===== config.mk =====
export PLATFORM = sky130hd
export DESIGN_NAME = crc32_adler32_fnv1a_checksum_core
export DESIGN_NICKNAME = d
export VERILOG_FILES = /design/src/cksum_pkg.sv /design/src/cksum_engine.sv /design/src/cksum_out_stage.sv /design/src/crc32_adler32_fnv1a_checksum_core.sv
export SDC_FILE = /design/constraint.sdc
export NUM_CORES = 1
export LEC_CHECK = 0
export BUFFER_PORTS_ARGS = -buffer_cell sky130_fd_sc_hd__buf_2
export CORE_MARGIN = 1.5
export CORE_UTILIZATION = 39
export DETAILED_ROUTE_END_ITERATION = 10
export PLACE_DENSITY_LB_ADDON = 0.1
export SETUP_SLACK_MARGIN = 0.05
export SYNTH_ARGS = -nofsm -noshare
export SYNTH_HDL_FRONTEND = slang
export SYNTH_SLANG_ARGS = --single-unit
export TNS_END_PERCENT = 10

===== constraint.sdc =====
create_clock -name clk -period 6.1 [get_ports clk]
set_input_delay 1.22 -clock clk [delete_from_list [all_inputs] [get_ports clk]]
set_output_delay 1.22 -clock clk [all_outputs]
set_load 0.05 [all_outputs]

===== src/cksum_pkg.sv =====
package cksum_pkg;

	localparam logic [1:0] MODE_CRC32 = 2'd0;
	localparam logic [1:0] MODE_ADLER32 = 2'd1;
	localparam logic [1:0] MODE_FNV1A64 = 2'd2;

	localparam logic [31:0] CRC_INIT = 32'hFFFF_FFFF;
	localparam logic [31:0] CRC_POLY = 32'hEDB8_8320;
	localparam logic [16:0] ADLER_MOD = 17'd65521;
	localparam logic [15:0] ADLER_LO_INIT = 16'd1;
	localparam logic [15:0] ADLER_HI_INIT = 16'd0;
	localparam logic [63:0] FNV_BASIS = 64'hcbf2_9ce4_8422_2325;
	localparam logic [31:0] LENGTH_MAX = 32'hFFFF_FFFF;

	typedef struct packed {
		logic       last_byte;
		logic       byte_present;
		logic [7:0] data_byte;
	} cksum_item_t;

	typedef struct packed {
		logic [31:0] message_length;
		logic [63:0] digest_value;
	} cksum_result_t;

	function automatic logic [31:0] crc32_byte(input logic [31:0] crc, input logic [7:0] b);
		logic [31:0] c;
		c = crc ^ {24'd0, b};
		for (int k = 0; k < 8; k++) begin
			c = (c >> 1) ^ (c[0] ? CRC_POLY : 32'd0);
		end
		return c;
	endfunction

	// Returns the high sum in the upper half and the low sum in the lower half.
	function automatic logic [31:0] adler_byte(input logic [15:0] lo, input logic [15:0] hi,
			input logic [7:0] b);
		logic [16:0] lo_n;
		logic [16:0] hi_n;
		lo_n = {1'b0, lo} + {9'd0, b};
		if (lo_n >= ADLER_MOD) begin
			lo_n = lo_n - ADLER_MOD;
		end
		hi_n = {1'b0, hi} + lo_n;
		if (hi_n >= ADLER_MOD) begin
			hi_n = hi_n - ADLER_MOD;
		end
		return {hi_n[15:0], lo_n[15:0]};
	endfunction

	// The FNV prime is 2^40 + 0x1B3, so the product is a sum of shifted copies.
	function automatic logic [63:0] fnv1a_byte(input logic [63:0] h, input logic [7:0] b);
		logic [63:0] x;
		x = h ^ {56'd0, b};
		return (x << 40) + (x << 8) + (x << 7) + (x << 5) + (x << 4) + (x << 1) + x;
	endfunction

endpackage


===== src/cksum_engine.sv =====
module cksum_engine import cksum_pkg::*; #(
	parameter int COUNT_WIDTH = 32
) (
	input  logic          clk,
	input  logic          arst_n,
	input  logic [1:0]    mode,
	input  logic          fire,
	input  cksum_item_t   item,
	output cksum_result_t result
);

	logic [31:0] crc_q;
	logic [15:0] adl_lo_q;
	logic [15:0] adl_hi_q;
	logic [63:0] fnv_q;
	logic [COUNT_WIDTH-1:0] count_q;

	logic [31:0] crc_nxt;
	logic [31:0] adl_nxt;
	logic [63:0] fnv_nxt;
	logic [COUNT_WIDTH-1:0] count_nxt;
	logic [63:0] count_wide;

	always_comb begin
		crc_nxt = crc_q;
		adl_nxt = {adl_hi_q, adl_lo_q};
		fnv_nxt = fnv_q;
		count_nxt = count_q;
		if (item.byte_present) begin
			crc_nxt = crc32_byte(crc_q, item.data_byte);
			adl_nxt = adler_byte(adl_lo_q, adl_hi_q, item.data_byte);
			fnv_nxt = fnv1a_byte(fnv_q, item.data_byte);
			if (count_q != {COUNT_WIDTH{1'b1}}) begin
				count_nxt = count_q + {{(COUNT_WIDTH-1){1'b0}}, 1'b1};
			end
		end
	end

	assign count_wide = 64'(count_nxt);

	always_comb begin
		unique case (mode)
			MODE_CRC32:   result.digest_value = {32'd0, crc_nxt ^ CRC_INIT};
			MODE_ADLER32: result.digest_value = {32'd0, adl_nxt};
			MODE_FNV1A64: result.digest_value = fnv_nxt;
			default:      result.digest_value = 64'd0;
		endcase
		result.message_length = (count_wide > {32'd0, LENGTH_MAX}) ? LENGTH_MAX
			: count_wide[31:0];
	end

	always_ff @(posedge clk or negedge arst_n) begin
		if (!arst_n) begin
			crc_q <= CRC_INIT;
			adl_lo_q <= ADLER_LO_INIT;
			adl_hi_q <= ADLER_HI_INIT;
			fnv_q <= FNV_BASIS;
			count_q <= '0;
		end else if (fire) begin
			if (item.last_byte) begin
				crc_q <= CRC_INIT;
				adl_lo_q <= ADLER_LO_INIT;
				adl_hi_q <= ADLER_HI_INIT;
				fnv_q <= FNV_BASIS;
				count_q <= '0;
			end else begin
				crc_q <= crc_nxt;
				adl_lo_q <= adl_nxt[15:0];
				adl_hi_q <= adl_nxt[31:16];
				fnv_q <= fnv_nxt;
				count_q <= count_nxt;
			end
		end
	end

endmodule


===== src/cksum_out_stage.sv =====
module cksum_out_stage import cksum_pkg::*; (
	input  logic          clk,
	input  logic          arst_n,
	input  logic          load,
	input  cksum_result_t result,
	output logic          free,
	output logic          out_valid,
	input  logic          out_ready,
	output cksum_result_t out_result
);

	logic          valid_q;
	cksum_result_t result_q;

	assign free = !valid_q || out_ready;
	assign out_valid = valid_q;
	assign out_result = result_q;

	always_ff @(posedge clk or negedge arst_n) begin
		if (!arst_n) begin
			valid_q <= 1'b0;
		end else if (free) begin
			valid_q <= load;
		end
	end

	always_ff @(posedge clk) begin
		if (load && free) begin
			result_q <= result;
		end
	end

endmodule


===== src/crc32_adler32_fnv1a_checksum_core.sv =====
// Streaming digest engine taking one message byte per beat and computing CRC-32 (IEEE,
// reflected), Adler-32 and FNV-1a 64-bit side by side; cfg_data selects which digest is
// reported (0 CRC-32, 1 Adler-32, 2 FNV-1a 64, 3 reports zero) and should only be written
// while the engine is idle. On s_axis the byte sits in tdata, tuser flags that the byte
// belongs to the message, and tlast closes the message; a closing beat with tuser low
// reports the digest of the bytes seen so far. Each closing beat yields one m_axis beat with
// the digest (32-bit digests zero-extended) in bits 63:0 and the byte count, saturating at
// 2^32-1, in bits 95:64. The engine takes one beat per clock while input is not held back;
// a result reaches m_axis after its closing beat has passed the input register and then the
// result register. A closing beat that waits in the input register behind a stalled result
// holds back all further input until the result register is free.
module crc32_adler32_fnv1a_checksum_core import cksum_pkg::*; #(
	parameter int COUNT_WIDTH = 32
) (
	input  logic        clk,
	input  logic        arst_n,
	input  logic        cfg_valid,
	output logic        cfg_ready,
	input  logic [1:0]  cfg_data,
	input  logic        s_axis_tvalid,
	output logic        s_axis_tready,
	input  logic [7:0]  s_axis_tdata,  // data_byte
	input  logic        s_axis_tuser,  // byte_present
	input  logic        s_axis_tlast,  // last_byte
	output logic        m_axis_tvalid,
	input  logic        m_axis_tready,
	output logic [95:0] m_axis_tdata   // digest_value[63:0], message_length[95:64]
);

	logic [1:0]    mode_q;
	logic          s1_valid_q;
	cksum_item_t   s1_q;
	logic          s1_adv;
	logic          out_free;
	cksum_result_t eng_result;
	cksum_result_t out_result;

	assign cfg_ready = 1'b1;

	always_ff @(posedge clk or negedge arst_n) begin
		if (!arst_n) begin
			mode_q <= MODE_CRC32;
		end else if (cfg_valid) begin
			mode_q <= cfg_data;
		end
	end

	assign s1_adv = s1_valid_q && (!s1_q.last_byte || out_free);
	assign s_axis_tready = !s1_valid_q || s1_adv;

	always_ff @(posedge clk or negedge arst_n) begin
		if (!arst_n) begin
			s1_valid_q <= 1'b0;
		end else if (s_axis_tready) begin
			s1_valid_q <= s_axis_tvalid;
		end
	end

	always_ff @(posedge clk) begin
		if (s_axis_tvalid && s_axis_tready) begin
			s1_q <= '{last_byte: s_axis_tlast, byte_present: s_axis_tuser,
				data_byte: s_axis_tdata};
		end
	end

	cksum_engine #(
		.COUNT_WIDTH(COUNT_WIDTH)
	) u_engine (
		.clk(clk),
		.arst_n(arst_n),
		.mode(mode_q),
		.fire(s1_adv),
		.item(s1_q),
		.result(eng_result)
	);

	cksum_out_stage u_out (
		.clk(clk),
		.arst_n(arst_n),
		.load(s1_adv && s1_q.last_byte),
		.result(eng_result),
		.free(out_free),
		.out_valid(m_axis_tvalid),
		.out_ready(m_axis_tready),
		.out_result(out_result)
	);

	assign m_axis_tdata = {out_result.message_length, out_result.digest_value};

	a_accept_moves_s1: assert property (@(posedge clk) disable iff (!arst_n)
		(s_axis_tvalid && s_axis_tready && s1_valid_q) |-> s1_adv)
		else $error("input beat accepted while the input register was held");

	a_close_gives_result: assert property (@(posedge clk) disable iff (!arst_n)
		(s1_adv && s1_q.last_byte) |=> m_axis_tvalid)
		else $error("closing beat did not produce a result");

	a_no_overwrite: assert property (@(posedge clk) disable iff (!arst_n)
		(m_axis_tvalid && !m_axis_tready) |-> !(s1_adv && s1_q.last_byte))
		else $error("result overwritten while stalled");

endmodule

==> impl_metrics.env <==
export IMPL_status="finished with violations"
export IMPL_violations="setup timing"
export IMPL_endpoint="u_out.out_result[21]$_DFFE_PP_"
export IMPL_dominantRegCellSynth="edfxtp_1"
export IMPL_globalplace_congestion=0.943
export IMPL_r2r_setup_slack_ns=-0.13
export IMPL_cts_tree="yes"
export IMPL_grt_usage_pct=26.2
export IMPL_syn_area_um2=24500
export IMPL_layout_area_overhead_vs_synth_pct=23.1
export IMPL_grt_setup_unrepaired="yes"
export IMPL_critPathKind="flop to flop"
export IMPL_crit_arrival_ns=6.53
export IMPL_synth_cells=2360
export IMPL_r2r_cells=25
export IMPL_cpPeakStageDelay_ns=0.55
export IMPL_final_cell_count_no_fill=3582
export IMPL_fin_crit_sh_pct=102
export IMPL_critPathTopFamily="compound AO/OA/AOI/OAI gates"
export IMPL_clockBufferDepth=3
export IMPL_fmaxAchievable_ghz=0.160
export IMPL_r2r_end="u_out.out_result[21]$_DFFE_PP_"
export IMPL_finalCriticalPeriod_ns=6.23
export IMPL_yosysTopAreaCellShare_pct=20.7
export IMPL_drt_iter0_markers=1747
export IMPL_ys_warn_count=0
export IMPL_viasPerCell=5.60
export IMPL_timing_rr_start="u_engine.adl_lo_q[0]$_DFFE_PN1P_"
export IMPL_hold_viol_final=0
export IMPL_cts_buffers=36
export IMPL_seq_area_frac_synth_pct=30.1
export IMPL_coreArea_um2=61800
export IMPL_cp_data_required_time_ns=6.39
export IMPL_first_global_vias=20300
export IMPL_design_die_area_um2=64300
export IMPL_row_count=91
export IMPL_final_nets=3123
export IMPL_initial_core_util_pct=39.6
export IMPL_setup_violations=13
export IMPL_yosysTopAreaCell="fa_1"
export IMPL_antenna_found_initial=0
export IMPL_clock_sinks=270
export IMPL_synth_seq_cells=270
export IMPL_clockRootBuffer="clkbuf_16"
export IMPL_drive_above_1_share_pct=25.8
export IMPL_start_kind="flop"
export IMPL_startpoint="u_engine.adl_lo_q[0]$_DFFE_PN1P_"
export IMPL_clk_latency_ns=0.57
export IMPL_cp_slowest_cell="dfstp_2"
export IMPL_fin_hold_ws_ns=0.510
export IMPL_num_vias=20100
export IMPL_drc=0
export IMPL_overflow=0
export IMPL_cp_num_buf_inv=4
export IMPL_cts_hold_buf=0
export IMPL_cts_htree_levels=2
export IMPL_fp_dieH_um=254
export IMPL_finalClockSkew_ns=0.0193
export IMPL_end_kind="flop"
export IMPL_clk_pin_slew_ns=0.06
export IMPL_setup_slack_ns=-0.133
export IMPL_n_antenna_cell=0
export IMPL_grt_first_pass_wirelength_mm=127
export IMPL_drtAntennaViolNets=0
export IMPL_firstDrtPassIters=6
export IMPL_fin_util_pct=48.8
export IMPL_slew_headroom_pct=31.8
export IMPL_post_drt_wl_per_cell_um=23.0
export IMPL_portBuffers=114
export IMPL_syn_nets=2765
export IMPL_die_x_um=254
export IMPL_io_pins=116
export IMPL_synth_avg_cell_area_um2=10.4
export IMPL_maxCapViolCount=0
export IMPL_worst_pin_slew_ns=1.02
export IMPL_cp_num_cells=25
export IMPL_grt_max_degree=123
export IMPL_synth_edf_count=106
export IMPL_ys_types=90
export IMPL_yosys_top_cells_area="fa_1, edfxtp_1, dfrtp_1"
export IMPL_cpMostUsedCell="a21oi_4"
export IMPL_slew_violations=0
export IMPL_wirelength_mm=82.5
export IMPL_synthArstFlopShare_pct=60.7
export IMPL_min_path_type="flop to flop"
export IMPL_dp_hpwl_mm=61.1
export IMPL_path_max_fanout=7
export IMPL_dpl_cell_count=3458
## area by class of cell
cell class	instances	area (um^2)
Multi-Input combinational cell	1860	17100
Clock inverter	24	209
Timing Repair Buffer	429	3080
Fill cell	5745	31700
Sequential cell	270	7360
Tap cell	837	1050
Clock buffer	41	930
Inverter	121	454
## synth_stat cells, types with 6 or more instances
library cell    n
a31oi_1        29
inv_1         120
nor4_1         13
ha_1          135
nor3_2          6
nor3_1         29
nor2_1        169
nand2b_1       20
o22a_1         20
a22o_1         38
mux2i_1        70
xnor2_1       154
fa_1          253
and3_1         25
o211ai_1       13
a211oi_1       27
dfstp_2        61
o21ai_1        20
clkbuf_1       91
or2_2           9
xor2_1         56
nor2b_1        17
nand3_1        46
edfxtp_1      106
a211o_1         7
a21o_1         41
o31ai_1        17
nand2_1       159
a21oi_1       153
nand4_1        30
o22ai_1        27
buf_1          11
o21a_1         13
or3_1           7
mux2_2         13
and2_1         12
o21bai_1       16
o21ai_0       128
dfrtp_1       103
## state kept, by name (all words and copies together), names as in the netlist
signal / cells
s1_valid_q: 1
s1_q: 10
u_engine.count_q: 32
u_out.out_result: 96
mode_q: 2
u_engine.adl_lo_q: 16
u_out.out_valid: 1
u_engine.adl_hi_q: 16
u_engine.crc_q: 32
u_engine.fnv_q: 64
## how the worst min path moves through the flow
stage | from | endpoint | cells past startpoint
floorplan | u_engine.crc_q[30]$_DFFE_PN1P_ | u_engine.crc_q[30]$_DFFE_PN1P_ | 2
global placement | u_engine.crc_q[30]$_DFFE_PN1P_ | u_engine.crc_q[30]$_DFFE_PN1P_ | 2
detailed placement | u_engine.crc_q[30]$_DFFE_PN1P_ | u_engine.crc_q[30]$_DFFE_PN1P_ | 2
CTS | u_engine.crc_q[30]$_DFFE_PN1P_ | u_engine.crc_q[30]$_DFFE_PN1P_ | 2
global route | u_engine.crc_q[5]$_DFFE_PN1P_ | u_engine.crc_q[5]$_DFFE_PN1P_ | 2
finish | u_engine.crc_q[30]$_DFFE_PN1P_ | u_engine.crc_q[30]$_DFFE_PN1P_ | 2
## per-layer routing
layer / vias to the layer above / track usage [%] / routed length [um]
li1: 9134 / - / -
met1: 10200 / 39.5 / 39400
met2: 627 / 38.3 / 35600
met3: 126 / 3.53 / 4580
met4: 0 / 9.02 / 2950
met5: - / 0 / 0
## cells by family (layout without fill, tap and decap cells)
kind of cell / after synthesis / count (layout) / synth area share (%)
and+or+nand+nor: 569 / 569 / 11.2
buffers and inverters: 230 / 615 / 3.63
adders and majority gates: 388 / 388 / 27.6
DFF: 270 / 270 / 30.1
AOI/OAI and AO/OA: 606 / 606 / 16.2
muxes: 85 / 85 / 3.64
xor gates and xnor gates: 211 / 211 / 7.58
other: 1 / 1 / 0.0153
## tightest hold or removal path, stage by stage, from the launching register on
cell and delay [ns]:
dfstp_2 0.37, inv_1 0.07, a21oi_1 0.07
## layout by cell type (no fill, tap or decap), types with 14 or more instances in the layout
cell	synthesis	layout
edfxtp_1	106	106
xor2_1	56	54
dfstp_2	61	61
buf_2	3	113
o22ai_1	27	24
nand2b_1	20	19
buf_6	2	14
clkbuf_16	0	36
nor3_1	29	26
o22a_1	20	20
o21ai_1	20	21
o21bai_1	16	16
a21o_1	41	41
ha_1	135	124
a211oi_1	27	19
a21oi_1	153	143
inv_1	120	116
o21ai_0	128	121
dfrtp_1	103	102
nand3_1	46	45
nand4_1	30	30
and3_1	25	24
nor2b_1	17	15
a31oi_1	29	25
fa_1	253	251
nor2_1	169	160
mux2i_1	70	68
nand2_1	159	157
a22o_1	38	37
xnor2_1	154	145
buf_4	2	295
## through the flow
step                      area [um^2]  TNS, ns  worst slack (ns)
after global placement          27700    -2.80            -0.245
final                           30100   -0.768            -0.133
after global routing            30100    -7.04            -0.367
after CTS                       29600   -0.191            -0.125
after floorplan                 24500   -0.212           -0.0678
after detailed placement        27700    -5.93            -0.337
## repair_timing
item	CTS	global route
endpoints found under the setup margin	36	69
buffers inserted	46	16
pin swaps	38	55
cloned	1	0
resized for setup	88	74
Power is left out: the tool's default activity adds up to more than one toggle a clock period on the data nets, which glitch-free logic cannot reach.
